### config.mk
export PLATFORM = sky130hd
export DESIGN_NAME = alarm_and_binary_chime_sequencer
export DESIGN_NICKNAME = d
export VERILOG_FILES = /design/src/rtl/acs_pkg.sv /design/src/rtl/alarm_and_binary_chime_sequencer.sv /design/src/rtl/acs_cfg.sv /design/src/rtl/acs_prep.sv /design/src/rtl/acs_core.sv
export SDC_FILE = /design/constraint.sdc
export NUM_CORES = 2
export LEC_CHECK = 0
export BUFFER_PORTS_ARGS = -buffer_cell sky130_fd_sc_hd__buf_2
export CAP_MARGIN = 5
export CORE_UTILIZATION = 50
export DETAILED_ROUTE_END_ITERATION = 12
export PLACE_DENSITY = 0.79
export RECOVER_POWER = 25
export SLEW_MARGIN = 20
export SYNTH_ARGS = -nofsm -noshare
export SYNTH_HDL_FRONTEND = slang
export SYNTH_HIERARCHICAL = 1
export SYNTH_SLANG_ARGS = --single-unit
### constraint.sdc
create_clock -name clk -period 7.3 [get_ports clk]
set_clock_uncertainty 0.15 [all_clocks]
set_input_delay 0.365 -clock clk [delete_from_list [all_inputs] [get_ports clk]]
set_output_delay 0.365 -clock clk [all_outputs]
set_load 0.01 [all_outputs]
### src/rtl/acs_pkg.sv
// Shared types, constants and tone tables for the alarm and chime sequencer.
// Used by every module of the block; depends on nothing else.
`default_nettype none

package acs_pkg;

  localparam int SLOT_COUNT    = 8;
  localparam int MELODY_LENGTH = 10;
  localparam int SLOT_REGS     = 4;
  localparam int TIME_W        = 17;
  localparam int STAMP_W       = 33;
  localparam int DAY_W         = 16;
  localparam int HOUR_Q_W      = 6;
  localparam int FREQ_W        = 12;
  localparam int DUR_W         = 10;
  localparam int CFG_DATA_W    = 64;
  localparam int CFG_ADDR_W    = 6;

  localparam logic [STAMP_W-1:0] SECS_PER_DAY   = 33'd86400;
  // Hour estimate: (second_of_day >> 4) / 225 as a multiply by 2^21/225.
  localparam logic [13:0]        HOUR_RECIP     = 14'd9321;
  localparam int                 HOUR_SHIFT     = 21;
  localparam logic [7:0]         HOUR_DIV16     = 8'd225;
  localparam logic [DUR_W-1:0]   CHIME_DURATION = 10'd75;
  localparam logic [FREQ_W-1:0]  REST_FREQ      = 12'd1;
  localparam logic [FREQ_W-1:0]  CHIME_FREQ_LO  = 12'd1175;
  localparam logic [FREQ_W-1:0]  CHIME_FREQ_HI  = 12'd1760;
  localparam logic [4:0]         NO_HOUR        = 5'd25;

  typedef enum logic [2:0] {
    REG_ALARM_ENABLES = 3'd0,
    REG_HOURLY_CHIME  = 3'd1,
    REG_TWELVE_HOUR   = 3'd2,
    REG_SLOT_TIMES_01 = 3'd3,
    REG_SLOT_TIMES_23 = 3'd4,
    REG_SLOT_TIMES_45 = 3'd5,
    REG_SLOT_TIMES_67 = 3'd6
  } acs_reg_t;

  typedef struct packed {
    logic [SLOT_COUNT-1:0]               alarm_enables;
    logic                                hourly_chime_on;
    logic                                twelve_hour_mode;
    logic [SLOT_REGS-1:0][2*TIME_W-1:0]  slot_times;
  } acs_cfg_t;

  typedef struct packed {
    logic                 action;
    logic                 clock_valid;
    logic                 tone_ready;
    logic [TIME_W-1:0]    second_of_day;
    logic [HOUR_Q_W-1:0]  hour_q;
    logic [STAMP_W-1:0]   day_base;
    logic [STAMP_W-1:0]   now;
  } acs_item_t;

  typedef struct packed {
    logic                  tone_valid;
    logic [FREQ_W-1:0]     tone_frequency;
    logic [DUR_W-1:0]      tone_duration;
    logic [SLOT_COUNT-1:0] alarms_active;
  } acs_result_t;

  function automatic logic [FREQ_W-1:0] melody_freq(input logic [4:0] idx);
    logic [FREQ_W-1:0] f;
    case (idx)
      5'd0:    f = 12'd2093;
      5'd1:    f = 12'd1568;
      5'd2:    f = 12'd1;
      5'd3:    f = 12'd1568;
      5'd4:    f = 12'd1760;
      5'd5:    f = 12'd1568;
      5'd6:    f = 12'd1;
      5'd7:    f = 12'd1976;
      5'd8:    f = 12'd2093;
      5'd9:    f = 12'd1;
      default: f = '0;
    endcase
    return f;
  endfunction

  function automatic logic [DUR_W-1:0] melody_dur(input logic [4:0] idx);
    logic [DUR_W-1:0] d;
    case (idx)
      5'd0:    d = 10'd150;
      5'd1:    d = 10'd300;
      5'd2:    d = 10'd50;
      5'd3:    d = 10'd300;
      5'd4:    d = 10'd150;
      5'd5:    d = 10'd150;
      5'd6:    d = 10'd150;
      5'd7:    d = 10'd150;
      5'd8:    d = 10'd150;
      5'd9:    d = 10'd700;
      default: d = '0;
    endcase
    return d;
  endfunction

endpackage

`default_nettype wire

### src/rtl/alarm_and_binary_chime_sequencer.sv
// Alarm and binary hourly-chime sequencer, top level: ports, handshakes, result register.
// Path from input transfer to result valid: input stage, then result register.
// Throughput: one item per cycle while out_stall is low; sole loop: the acs_core state update.
// Reset (synchronous, rst_n low): state registers cleared, start-up chime set pending.
// Depends on acs_pkg, acs_cfg, acs_prep and acs_core.
`default_nettype none

module alarm_and_binary_chime_sequencer (
  input  wire logic                              clk,
  input  wire logic                              rst_n,
  // Input channel.
  input  wire logic                              in_valid,
  output logic                                   in_stall,
  input  wire logic                              in_action,
  input  wire logic                              in_clock_valid,
  input  wire logic [acs_pkg::DAY_W-1:0]         in_day_number,
  input  wire logic [acs_pkg::TIME_W-1:0]        in_second_of_day,
  input  wire logic                              in_tone_ready,
  // Result channel.
  output logic                                   out_valid,
  input  wire logic                              out_stall,
  output logic                                   out_tone_valid,
  output logic      [acs_pkg::FREQ_W-1:0]        out_tone_frequency,
  output logic      [acs_pkg::DUR_W-1:0]         out_tone_duration,
  output logic      [acs_pkg::SLOT_COUNT-1:0]    out_alarms_active,
  // Configuration port.
  input  wire logic                              cfg_psel,
  input  wire logic                              cfg_penable,
  input  wire logic                              cfg_pwrite,
  input  wire logic [acs_pkg::CFG_ADDR_W-1:0]    cfg_paddr,
  input  wire logic [acs_pkg::CFG_DATA_W-1:0]    cfg_pwdata,
  output logic      [acs_pkg::CFG_DATA_W-1:0]    cfg_prdata,
  output logic                                   cfg_pready
);
  import acs_pkg::*;

  acs_cfg_t    cfg;
  acs_item_t   item;
  acs_result_t res;
  acs_result_t res_r;
  logic        item_valid;
  logic        out_valid_r, out_valid_nxt;
  logic        out_free;
  logic        fire;
  logic        in_take;

  // The result register is free when empty or when its transfer completes
  // this cycle. The input stage hands its item to the core exactly then, so
  // a new input transfer can land in the same cycle and items flow at one
  // per cycle with no bubble while out_stall stays low.
  assign out_free = !out_valid_r || !out_stall;
  assign fire     = item_valid && out_free;
  assign in_stall = item_valid && !out_free;
  assign in_take  = in_valid && !in_stall;

  acs_cfg u_cfg (
    .clk     (clk),
    .rst_n   (rst_n),
    .psel    (cfg_psel),
    .penable (cfg_penable),
    .pwrite  (cfg_pwrite),
    .paddr   (cfg_paddr),
    .pwdata  (cfg_pwdata),
    .prdata  (cfg_prdata),
    .pready  (cfg_pready),
    .cfg     (cfg)
  );

  // Input stage: holds the accepted item together with its time stamp and
  // raw hour, so the core does not repeat the day-base and hour-estimate multiplies.
  acs_prep u_prep (
    .clk           (clk),
    .rst_n         (rst_n),
    .load          (in_take),
    .drain         (fire),
    .action        (in_action),
    .clock_valid   (in_clock_valid),
    .day_number    (in_day_number),
    .second_of_day (in_second_of_day),
    .tone_ready    (in_tone_ready),
    .item_valid    (item_valid),
    .item          (item)
  );

  // Core: updates the alarm, melody and chime state at the edge where the
  // item's result is written into the result register.
  acs_core u_core (
    .clk   (clk),
    .rst_n (rst_n),
    .fire  (fire),
    .item  (item),
    .cfg   (cfg),
    .res   (res)
  );

  assign out_valid_nxt = fire || (out_valid_r && out_stall);

  always_ff @(posedge clk) begin
    if (!rst_n) begin
      out_valid_r <= 1'b0;
    end else begin
      out_valid_r <= out_valid_nxt;
    end
  end

  always_ff @(posedge clk) begin
    if (fire) begin
      res_r <= res;
    end
  end

  assign out_valid          = out_valid_r;
  assign out_tone_valid     = res_r.tone_valid;
  assign out_tone_frequency = res_r.tone_frequency;
  assign out_tone_duration  = res_r.tone_duration;
  assign out_alarms_active  = res_r.alarms_active;

`ifndef SYNTH
  a_stall_needs_item: assert property (@(posedge clk) disable iff (!rst_n)
    in_stall |-> item_valid)
    else $error("input stalled with an empty input stage");

  a_silent_is_zero: assert property (@(posedge clk) disable iff (!rst_n)
    (out_valid && !out_tone_valid) |-> (out_tone_frequency == '0 && out_tone_duration == '0))
    else $error("result without a tone carries a frequency or duration");

  a_tone_has_freq: assert property (@(posedge clk) disable iff (!rst_n)
    (out_valid && out_tone_valid) |-> (out_tone_frequency != '0 && out_tone_duration != '0))
    else $error("tone request with zero frequency or duration");
`endif

endmodule

`default_nettype wire

### src/rtl/acs_cfg.sv
// Configuration register file with an APB-style access port.
// Depends on acs_pkg for register codes and the configuration struct.
`default_nettype none

module acs_cfg (
  input  wire logic                              clk,
  input  wire logic                              rst_n,
  input  wire logic                              psel,
  input  wire logic                              penable,
  input  wire logic                              pwrite,
  input  wire logic [acs_pkg::CFG_ADDR_W-1:0]    paddr,
  input  wire logic [acs_pkg::CFG_DATA_W-1:0]    pwdata,
  output logic      [acs_pkg::CFG_DATA_W-1:0]    prdata,
  output logic                                   pready,
  output acs_pkg::acs_cfg_t                      cfg
);
  import acs_pkg::*;

  acs_cfg_t cfg_r;
  acs_reg_t reg_sel;
  logic     wr_en;

  assign reg_sel = acs_reg_t'(paddr[CFG_ADDR_W-1:3]);
  assign wr_en   = psel && penable && pwrite;
  assign pready  = 1'b1;
  assign cfg     = cfg_r;

  always_ff @(posedge clk) begin
    if (!rst_n) begin
      cfg_r <= '0;
    end else if (wr_en) begin
      case (reg_sel)
        REG_ALARM_ENABLES: cfg_r.alarm_enables    <= pwdata[SLOT_COUNT-1:0];
        REG_HOURLY_CHIME:  cfg_r.hourly_chime_on  <= pwdata[0];
        REG_TWELVE_HOUR:   cfg_r.twelve_hour_mode <= pwdata[0];
        REG_SLOT_TIMES_01: cfg_r.slot_times[0]    <= pwdata[2*TIME_W-1:0];
        REG_SLOT_TIMES_23: cfg_r.slot_times[1]    <= pwdata[2*TIME_W-1:0];
        REG_SLOT_TIMES_45: cfg_r.slot_times[2]    <= pwdata[2*TIME_W-1:0];
        REG_SLOT_TIMES_67: cfg_r.slot_times[3]    <= pwdata[2*TIME_W-1:0];
        default: ;
      endcase
    end
  end

  always_comb begin
    case (reg_sel)
      REG_ALARM_ENABLES: prdata = CFG_DATA_W'(cfg_r.alarm_enables);
      REG_HOURLY_CHIME:  prdata = CFG_DATA_W'(cfg_r.hourly_chime_on);
      REG_TWELVE_HOUR:   prdata = CFG_DATA_W'(cfg_r.twelve_hour_mode);
      REG_SLOT_TIMES_01: prdata = CFG_DATA_W'(cfg_r.slot_times[0]);
      REG_SLOT_TIMES_23: prdata = CFG_DATA_W'(cfg_r.slot_times[1]);
      REG_SLOT_TIMES_45: prdata = CFG_DATA_W'(cfg_r.slot_times[2]);
      REG_SLOT_TIMES_67: prdata = CFG_DATA_W'(cfg_r.slot_times[3]);
      default:           prdata = '0;
    endcase
  end

endmodule

`default_nettype wire

### src/rtl/acs_prep.sv
// Input register stage: captures one item and precomputes the day base,
// the time stamp and the raw hour. Depends on acs_pkg.
`default_nettype none

module acs_prep (
  input  wire logic                          clk,
  input  wire logic                          rst_n,
  input  wire logic                          load,
  input  wire logic                          drain,
  input  wire logic                          action,
  input  wire logic                          clock_valid,
  input  wire logic [acs_pkg::DAY_W-1:0]     day_number,
  input  wire logic [acs_pkg::TIME_W-1:0]    second_of_day,
  input  wire logic                          tone_ready,
  output logic                               item_valid,
  output acs_pkg::acs_item_t                 item
);
  import acs_pkg::*;

  logic               valid_r, valid_nxt;
  acs_item_t          item_r, item_nxt;
  logic [STAMP_W-1:0] day_base;
  logic [26:0]        hour_prod;

  // The day base never exceeds 33 bits, so the stamp needs no masking.
  assign day_base  = STAMP_W'(day_number) * SECS_PER_DAY;
  assign hour_prod = 27'(second_of_day[TIME_W-1:4]) * 27'(HOUR_RECIP);

  always_comb begin
    item_nxt               = item_r;
    item_nxt.action        = action;
    item_nxt.clock_valid   = clock_valid;
    item_nxt.tone_ready    = tone_ready;
    item_nxt.second_of_day = second_of_day;
    item_nxt.hour_q        = hour_prod[HOUR_SHIFT +: HOUR_Q_W];
    item_nxt.day_base      = day_base;
    item_nxt.now           = day_base + STAMP_W'(second_of_day);
    if (load) begin
      valid_nxt = 1'b1;
    end else if (drain) begin
      valid_nxt = 1'b0;
    end else begin
      valid_nxt = valid_r;
    end
  end

  always_ff @(posedge clk) begin
    if (!rst_n) begin
      valid_r <= 1'b0;
    end else begin
      valid_r <= valid_nxt;
    end
  end

  always_ff @(posedge clk) begin
    if (load) begin
      item_r <= item_nxt;
    end
  end

  assign item_valid = valid_r;
  assign item       = item_r;

endmodule

`default_nettype wire

### src/rtl/acs_core.sv
// Sequencer state and the per-item decision logic: alarm detection,
// melody stepping, binary hourly chime and acknowledge. Depends on acs_pkg.
`default_nettype none

module acs_core (
  input  wire logic               clk,
  input  wire logic               rst_n,
  input  wire logic               fire,
  input  wire acs_pkg::acs_item_t item,
  input  wire acs_pkg::acs_cfg_t  cfg,
  output acs_pkg::acs_result_t    res
);
  import acs_pkg::*;

  localparam logic [7:0] MELODY_LEN8 = 8'(MELODY_LENGTH);

  logic [7:0]                          beep_r, beep_nxt;
  logic [SLOT_COUNT-1:0]               mask_r, mask_nxt;
  logic                                pend_r, pend_nxt;
  logic [4:0]                          last_r, last_nxt;
  logic [SLOT_COUNT-1:0][STAMP_W-1:0]  stamps_r, stamps_nxt;

  logic [SLOT_COUNT-1:0] hit;
  logic                  top_of_hour;
  logic [13:0]           hour_check;
  logic [4:0]            hour24, hour12, hour_sel, hour_bits;
  logic [7:0]            mel_idx;

  // Each enabled slot whose time has passed today raises its alarm unless
  // its acknowledge stamp is at or past today's due time.
  always_comb begin
    for (int i = 0; i < SLOT_COUNT; i++) begin
      logic [TIME_W-1:0]  t;
      logic [STAMP_W-1:0] due;
      t      = cfg.slot_times[i/2][(i%2)*TIME_W +: TIME_W];
      due    = item.day_base + STAMP_W'(t);
      hit[i] = cfg.alarm_enables[i] && (item.second_of_day >= t) && (stamps_r[i] < due);
    end
  end

  assign hour_check  = 14'(item.hour_q) * 14'(HOUR_DIV16);
  assign top_of_hour = (item.second_of_day[3:0] == 4'd0) &&
                       (hour_check == 14'(item.second_of_day[TIME_W-1:4]));
  assign hour24      = (item.hour_q >= 6'd24) ? 5'(item.hour_q - 6'd24) : 5'(item.hour_q);
  assign hour12      = (hour24 >= 5'd12) ? (hour24 - 5'd12) : hour24;
  assign hour_sel    = !cfg.twelve_hour_mode ? hour24 :
                       ((hour12 == 5'd0) ? 5'd12 : hour12);
  // Bits of the hour still to be spelled; zero once the shift runs past them.
  assign hour_bits   = (beep_r[7:4] == 4'd0) ? (hour_sel >> beep_r[3:1]) : 5'd0;
  assign mel_idx     = (beep_r >= MELODY_LEN8) ? 8'd0 : beep_r;

  always_comb begin
    beep_nxt   = beep_r;
    mask_nxt   = mask_r;
    pend_nxt   = pend_r;
    last_nxt   = last_r;
    stamps_nxt = stamps_r;
    res        = '0;
    if (item.action) begin
      for (int i = 0; i < SLOT_COUNT; i++) begin
        if (mask_r[i]) begin
          stamps_nxt[i] = item.now;
        end
      end
      mask_nxt = '0;
      beep_nxt = '0;
    end else if (item.clock_valid) begin
      if (cfg.hourly_chime_on && top_of_hour) begin
        pend_nxt = 1'b1;
      end
      mask_nxt = mask_r | hit;
      if (mask_nxt != '0) begin
        pend_nxt           = 1'b0;
        res.tone_valid     = 1'b1;
        res.tone_frequency = melody_freq(mel_idx[4:0]);
        res.tone_duration  = melody_dur(mel_idx[4:0]);
        beep_nxt           = item.tone_ready ? (mel_idx + 8'd1) : mel_idx;
      end else if (pend_nxt) begin
        if (hour_sel == last_r) begin
          pend_nxt = 1'b0;
        end else if (hour_sel == 5'd0) begin
          // Midnight gets one low beep, taken or not.
          res.tone_valid     = 1'b1;
          res.tone_frequency = CHIME_FREQ_LO;
          res.tone_duration  = CHIME_DURATION;
          beep_nxt           = '0;
          last_nxt           = 5'd0;
          pend_nxt           = 1'b0;
        end else if (hour_bits != 5'd0) begin
          res.tone_valid     = 1'b1;
          res.tone_duration  = CHIME_DURATION;
          if (!beep_r[0]) begin
            res.tone_frequency = hour_bits[0] ? CHIME_FREQ_HI : CHIME_FREQ_LO;
          end else begin
            res.tone_frequency = REST_FREQ;
          end
          if (item.tone_ready) begin
            beep_nxt = beep_r + 8'd1;
          end
        end else begin
          beep_nxt = '0;
          last_nxt = hour_sel;
          pend_nxt = 1'b0;
        end
      end
    end
    res.alarms_active = mask_nxt;
  end

  always_ff @(posedge clk) begin
    if (!rst_n) begin
      beep_r   <= '0;
      mask_r   <= '0;
      pend_r   <= 1'b1;
      last_r   <= NO_HOUR;
      stamps_r <= '0;
    end else if (fire) begin
      beep_r   <= beep_nxt;
      mask_r   <= mask_nxt;
      pend_r   <= pend_nxt;
      last_r   <= last_nxt;
      stamps_r <= stamps_nxt;
    end
  end

`ifndef SYNTH
  a_ack_clears: assert property (@(posedge clk) disable iff (!rst_n)
    (fire && item.action) |=> (mask_r == '0 && beep_r == '0))
    else $error("acknowledge did not clear alarms and melody position");

  a_bad_clock_holds: assert property (@(posedge clk) disable iff (!rst_n)
    (fire && !item.action && !item.clock_valid) |=>
      ($stable(mask_r) && $stable(beep_r) && $stable(last_r) && $stable(pend_r)))
    else $error("tick with invalid clock changed sequencer state");

  a_alarm_kills_chime: assert property (@(posedge clk) disable iff (!rst_n)
    (fire && res.alarms_active != '0) |=> !pend_r)
    else $error("chime still pending while an alarm sounds");
`endif

endmodule

`default_nettype wire

# ---- After elaboration in Yosys (flattened, before gate mapping)
# Memory sizes are Yosys's and may differ from the RTL's.
# Cells that the tools add are included.
dict set report op_classes {
  mux 39
  bitwise 5
  mul 3
  n_shift 1
  magnitude_cmp 19
  addsub 13
  n_div 0
  n_eq_ne 11
  reduce_logical 59
}
# operator n
set ops {}
lappend ops {{$add A33 B17 Y33} 9}
lappend ops {{$lt A33 B33 Y1} 8}
lappend ops {{$pmux W34 S7} 1}
lappend ops {{$ge A17 B17 Y1} 8}
lappend ops {{$mux W23} 5}
lappend ops {{$mux W8} 12}
lappend ops {{$mux W5} 7}
lappend ops {{$mul A13 B14 Y27 const B} 1}
lappend ops {{$reduce_and A3 Y1} 9}
lappend ops {{$mul A16 B10 Y26 const B} 1}
lappend ops {{$logic_and A1 B1 Y1} 24}
lappend ops {{$mux W12} 2}
lappend ops {{$mux W10} 2}
lappend ops {{$add A8 B1 Y8 const B} 2}
lappend ops {{$eq A14 B13 Y1} 1}
lappend ops {{$mul A6 B8 Y14 const B} 1}
lappend ops {{$reduce_and A2 Y1} 7}
lappend ops {{$logic_not A5 Y1} 2}
lappend ops {{$mux W1} 10}
lappend ops {{$eq A3 B3 Y1 const B} 3}
lappend ops {{$ge A8 B4 Y1 const B} 1}
lappend ops {{$logic_not A4 Y1} 2}
lappend ops {{$or A8 B8 Y8} 1}
lappend ops {{$reduce_bool A8 Y1} 1}
lappend ops {{other kinds (21)} 30}
dict set report totals {
  regBits 550
  inputBits 113
  mem_count 2
  rom_bits 304
  latchBits 0
  mem_bits_rw 0
  word_cells 184
  out_inout_bits 98
}
# memory words word_bits read_ports rd_ports_with_merged_regs write_ports line_no
set memory_table {}
lappend memory_table {{(name not given)} 16 11 1 0 0 acs_pkg.sv:66} ;# case (idx)
lappend memory_table {{(name not given)} 16 8 1 0 0 acs_pkg.sv:84} ;# case (idx)

# ---- Logic depth before layout (Yosys ltp)
dict set report logic_depth {
  depth_word 17
  depth_mapped 26
  ltp_nobuf 23
}

# ---- By module
# Netlist, hierarchy kept.
# module cells_each instances area_per_inst_um2 seq_area_each_um2
set modules_own_cells {}
lappend modules_own_cells {acs_core 3685 1 27996.9 5725.5}
lappend modules_own_cells {acs_prep 755 1 8393.0 2362.3}
lappend modules_own_cells {acs_cfg 713 1 6742.7 2922.8}
lappend modules_own_cells {alarm_and_binary_chime_sequencer 37 1 989.7 950.9}

# ---- Least setup slack after synthesis
# Ideal clock, no wire load.
dict set report synth_path {
  kind {flip-flop to flip-flop}
  from {reg u_prep.item_r, in the netlist u_prep/item[53]}
  to {reg res_r, in the netlist out_tone_frequency[7] (data pin)}
  t_arrival_ns 4.875
  path_stages_with_launch 27
  required_time_ns 6.896
  n_path_buf 6
  period_less_slack_ns 5.279
  setup_ns 0.254
  path_slack_ns 2.021
  path_cell_list {edfxtp_1 buf_2 nand4_1 nor2_2 and3_1 clkbuf_2 and3_1 clkbuf_2 and3_1 clkbuf_2 and3_1 buf_2 nand2_2 nor2_1 xnor2_1 ha_1 nand4_1 nor3_1 nand2_1 nor4_1 nor4_1 a21oi_1 o2111ai_4 or3_4 buf_2 and3_1 o21a_1}
}
dict set report synth_between {
  elab_chain_len 6
  elab_cells_between_ends 27
  cone_classes {8 x add/sub; 8 x order compare; 1 x mux; 1 x bitwise; 9 x reduce/logical}
}
# element line_no
set synth_lines {}
lappend synth_lines {{from (decl)} acs_prep.sv:21} ;# acs_item_t item_r, item_nxt;
lappend synth_lines {{from (signal assigned)} acs_prep.sv:57} ;# item_r <= item_nxt;
lappend synth_lines {{$add A33 B17 Y33} acs_core.sv:36} ;# due = item.day_base + STAMP_W'(t);
lappend synth_lines {{$lt A33 B33 Y1} acs_core.sv:37} ;# hit[i] = cfg.alarm_enables[i] && (item.second_of_day >= t) && (stamps_r[i] < due);
lappend synth_lines {{$logic_and A1 B1 Y1} acs_core.sv:37}
lappend synth_lines {{$or A8 B8 Y8 (*)} acs_core.sv:71} ;# mask_nxt = mask_r | hit;
lappend synth_lines {{$reduce_bool A8 Y1 (*)} acs_core.sv:72} ;# if (mask_nxt != '0) begin
lappend synth_lines {{$mux W23 (*)} acs_core.sv:72}
lappend synth_lines {{to (signal assigned)} alarm_and_binary_chime_sequencer.sv:108} ;# res_r <= res;
lappend synth_lines {{to (decl)} alarm_and_binary_chime_sequencer.sv:40} ;# acs_result_t res_r;
# Mark *: on every way between the ends. The rest lies on a longest branch, timed or not.
# A chain may end at the register's enable or synchronous reset.

# ---- Worst setup path in the final report
dict set report layout_path {
  from {reg u_prep.item_r, in the netlist u_prep/item[41]}
  to {reg u_core.last_r[0]}
}
dict set report layout_between {
  elab_chain_len 7
  elab_cells_between_ends 28
  cone_classes {8 x add/sub; 8 x order compare; 2 x bitwise; 10 x reduce/logical}
}
# element line_no
set layout_lines {}
lappend layout_lines {{$add A33 B17 Y33} acs_core.sv:36}
lappend layout_lines {{$lt A33 B33 Y1} acs_core.sv:37}
lappend layout_lines {{$logic_and A1 B1 Y1} acs_core.sv:37}
lappend layout_lines {{$or A8 B8 Y8 (*)} acs_core.sv:71}
lappend layout_lines {{$reduce_bool A8 Y1 (*)} acs_core.sv:72}
lappend layout_lines {{$not A1 Y1 (no line) (*)} n/a}
lappend layout_lines {{$reduce_and A7 Y1 (no line) (*)} n/a}
lappend layout_lines {{to (signal assigned)} acs_core.sv:121} ;# last_r <= last_nxt;
lappend layout_lines {{to (decl)} acs_core.sv:20} ;# logic [4:0] last_r, last_nxt;
# Marked as above.

==> results.md <==
| Parameter | This run |
|---|---|
| Initial antenna violation count | 1 |
| Main flop type after synthesis | sky130_fd_sc_hd__dfxtp_1 |
| Fraction of the yosys area taken by sequential cells | 0.271 |
| Final Wtd Congestion | 0.982 |
| Max FO, Critical Path | 9 |
| Crit. End Element | flip-flop |
| Mapped Cells | 5190 |
| Number of nets with antenna violations after detailed routing | 0 |
| Cell taking the most area after synthesis | sky130_fd_sc_hd__ha_1 |
| Placement row count | 108 |
| Failing checks | hold timing, capacitance limit, slew limit |
| Kind of launch point of the worst setup path | flip-flop |
| Number of global-route vias before repair | 37.5k |
| Largest net degree at the start of global routing | 136 |
| Detail Placement HPWL | 98200 um |
| Reg-to-Reg Start | u_prep/item[41]$_DFFE_PP_ |
| Number of detailed-routing iterations run before antenna repair | 6 |
| Instance count along the most critical hold path | 3 |
| Setup slack of the worst register-to-register path | 0.27 ns |
| Worst Hold Path EP | u_cfg/cfg[137]$_SDFFE_PN0P_ |
| Total routing resource utilization after global routing | 0.285 |
| IO Pins | 211 |
| Worst skew pair latency | 0.67 ns |
| Netlist cell types | 121 |
| Hold buffers post-CTS | 53 |
| Post-CTS Setup Inserts | 0 |
| Endpoint of the worst register-to-register path | u_core/last_r[0]$_SDFFE_PN1P_ |
| Vias | 38.8k |
| Reg2Reg Depth | 22 |
| Area occupied by multi-input gates | 0.0296 mm2 |
| Initial core utilization | 0.507 |
| Diodes inserted | 0 |
| Clock transition at path regs | 0.07 ns |
| Slew Limit Headroom | -2.18 |
| Std-Cell Core Area | 0.0870 mm2 |
| Count of cells resized by post-cts repair | 0 |
| Final wirelength | 131000 um |
| Share of the synthesized area in the top cell type | 0.212 |
| Max-cap violations | 10 |
| Cell area after placement | 0.0456 mm2 |
| Mean cell area of the mapped netlist | 8.50 um2 |
| Peak Freq | 0.142 GHz |
| WP data arrival | 7.22 ns |
| Fill count | 7692 |
| Min-delay src | cfg_psel |
| Cells taking the most area after synthesis | sky130_fd_sc_hd__ha_1 21%, sky130_fd_sc_hd__dfxtp_1 20%, sky130_fd_sc_hd__nand2_1 8.2% |
| Synth-to-Final Area Change | 9.36% |
| Power density normalized to cell area | 242 mW/mm2 |
| Clk root buf | sky130_fd_sc_hd__clkbuf_16 |
| Critical path required time | 7.49 ns |
| Share of the clock period used by the worst path after layout | 0.963 |
| CTS tree | built |
| Die Area | 0.0894 mm2 |
| Worst hold-check slack | -0.0227 ns |
| Final setup violation count | 0 |
| Number of sinks driven by the clock tree | 543 |
| Chip width | 299 um |
| Setup repair after global routing missed its margin | no |
| Post-DR vias/cell | 5.98 |
| Fin. Hold Viols | 1 |
| Outcome | finished with violations |
| Routed length per instance | 20.2 um |
| Total congestion overflow after global routing | 0 |
| Number of CTS-inserted buffers | 61 |
| Area of all placed cells without fillers | 0.0483 mm2 |
| Remaining design rule violation count | 0 |
| Period minus WS final | 7.03 ns |
| Maximum buffer depth of the clock tree | 3 |
| Global-route wire length before repair | 202000 um |
| Pleak | 20.4 nW |
| Post-Syn Area | 0.0441 mm2 |
| Initial detailed-routing violation count | 3503 |
| H-tree depth | 2 |
| Die outline height | 299 um |
| Flip-flop and latch count after synthesis | 543 |
| Ratio of cells with drive above 1 in the final layout | 0.0634 |
| Maximum vdd drop | 0.000203 V |
| FFs w/ async S/R, synth | 0 |
| Slew Limit Fails | 350 |
| Transition time at the pin with the least slew margin | 4.75 ns |
| Port Buffers | 146 |
| Setup total negative slack | 0 ns |
| Register area | 0.0120 mm2 |
| HP Class | primary input to flip-flop |
| Net count of the finished layout | 6213 |
| Yosys warning total | 6 |
| Critical path class | flip-flop to flip-flop |
| Number of flops mapped to enable cells by yosys | 109 |
-- Yosys cell counts, drive strengths merged (52+ instances only) --
cell type	count
a21o	90
xor2	121
ha	747
fa	73
inv	347
xnor2	184
o21ai	126
nor2	221
mux2i	180
nor3	73
buf	91
o211ai	52
nand3	124
nand2	965
clkbuf	177
dfxtp	434
edfxtp	109
a21oi	525
-- worst max-delay path by stage --
stage | from | end | slack (ns) | cells past startpoint
after floorplan | u_prep/item[53]$_DFFE_PP_ | out_tone_frequency[7]$_DFFE_PP_ | 2.02 | 26
after global placement | u_prep/item[41]$_DFFE_PP_ | u_core/beep_r[4]$_SDFFE_PN0P_ | 0.74 | 22
after detailed placement | u_prep/item[41]$_DFFE_PP_ | u_core/beep_r[6]$_SDFFE_PN0P_ | 0.61 | 21
after CTS | u_prep/item[41]$_DFFE_PP_ | u_core/beep_r[7]$_SDFFE_PN0P_ | 0.58 | 22
after global routing | u_prep/item[41]$_DFFE_PP_ | u_core/last_r[0]$_SDFFE_PN1P_ | 0.1 | 21
final | u_prep/item[41]$_DFFE_PP_ | u_core/last_r[0]$_SDFFE_PN1P_ | 0.27 | 22
-- cell type report --
class,count,area share
clock buffers,71,0.0335
multi-input cells,4067,0.614
inverters,347,0.0271
clock inverters,43,0.0135
flip-flops and latches,543,0.248
well taps,1155,0.0299
repair buffers,260,0.0339
-- metal layers --
| layer | up-vias | track usage | part of all wire |
|---|---|---|---|
| met5 | - | 0 | 0 |
| met4 | 0 | 0.143 | 0.052 |
| met3 | 346 | 0.0474 | 0.092 |
| met2 | 1743 | 0.468 | 0.46 |
| met1 | 18500 | 0.362 | 0.40 |
| li1 | 18200 | - | - |
-- where the power goes --
part | internal (mW) | switching [mW]
Combinational | 1.79 | 2.54
Sequential | 3.35 | 0.489
Clock | 2.15 | 1.37
-- logic make-up after synthesis --
group / share of synthesized area
fa+ha+maj: 0.245
buf+inv: 0.0593
xor+xnor: 0.0614
compound gates: 0.152
flops: 0.271
mux: 0.0427
simple gates: 0.168
other cells: 0.000255
-- sequential cells by signal (all words and copies together), names as in the netlist --
register,flops
u_cfg/cfg,146
u_core/last_r,5
u_core/stamps_r,264
out_tone_frequency,12
out_tone_duration,10
out_alarms_active,8
u_core/beep_r,8
out_valid,1
u_prep/item,78
u_prep/item_valid,1
out_tone_valid,1
u_core/mask_r,8
u_core/pend_r,1
-- through the flow --
stage | hold WS (ns) | std cells | power [mW] | util | setup WS, ns
global route | -0.00872 | 6486 | 12.3 | 0.554 | 0.0992
finish | -0.0227 | 6486 | 11.7 | 0.554 | 0.272
floorplan | 0.280 | 5225 | 6.94 | - | 2.02
global placement | 0.289 | 6319 | 7.91 | 0.524 | 0.738
CTS | 0.000637 | 6486 | 11.6 | 0.556 | 0.584
detailed placement | 0.299 | 6319 | 8.07 | 0.524 | 0.615
-- critical path, stage by stage, from the launching register on --
cell and delay (ns):
sky130_fd_sc_hd__edfxtp_1 0.63, sky130_fd_sc_hd__ha_1 0.49, sky130_fd_sc_hd__nand3_1 0.10, sky130_fd_sc_hd__nand2_1 0.09
sky130_fd_sc_hd__a31oi_1 0.08, sky130_fd_sc_hd__a211oi_1 0.47, sky130_fd_sc_hd__o21a_1 0.18, sky130_fd_sc_hd__o21ai_0 0.13
sky130_fd_sc_hd__a21oi_1 0.19, sky130_fd_sc_hd__buf_4 0.20, sky130_fd_sc_hd__nand2_1 0.08, sky130_fd_sc_hd__xor2_1 0.14
sky130_fd_sc_hd__ha_1 0.29, sky130_fd_sc_hd__nand4_1 0.17, sky130_fd_sc_hd__nor4_1 0.78, sky130_fd_sc_hd__o211ai_1 0.18
sky130_fd_sc_hd__o21ai_0 0.53, sky130_fd_sc_hd__o21ai_0 0.18, sky130_fd_sc_hd__o211ai_1 0.26, sky130_fd_sc_hd__o31ai_1 0.34
sky130_fd_sc_hd__nor4b_4 0.58, sky130_fd_sc_hd__and3_4 0.33, sky130_fd_sc_hd__o221ai_1 0.11
-- placed cells by master, fill, tap and decap left out, drive strengths merged, types with 25 or more instances in the layout --
cell type,netlist,layout
nor2,221,221
nand4,45,45
buf,91,148
o21a,30,30
and3,33,33
nor4,25,25
xor2,121,121
ha,747,747
fa,73,73
o211ai,52,52
nand2b,45,45
dfxtp,434,434
nand3,124,124
nor2b,40,40
inv,347,350
nand2,965,965
conb,3,38
edfxtp,109,109
clkbuf,177,130
o21bai,25,25
a21oi,525,525
a31oi,26,26
dlygate4sd3,0,53
mux2i,180,180
xnor2,184,184
o21ai,126,126
a211oi,43,43
a21o,90,90
nor3,73,73
Power figures use the tool's default switching activity.
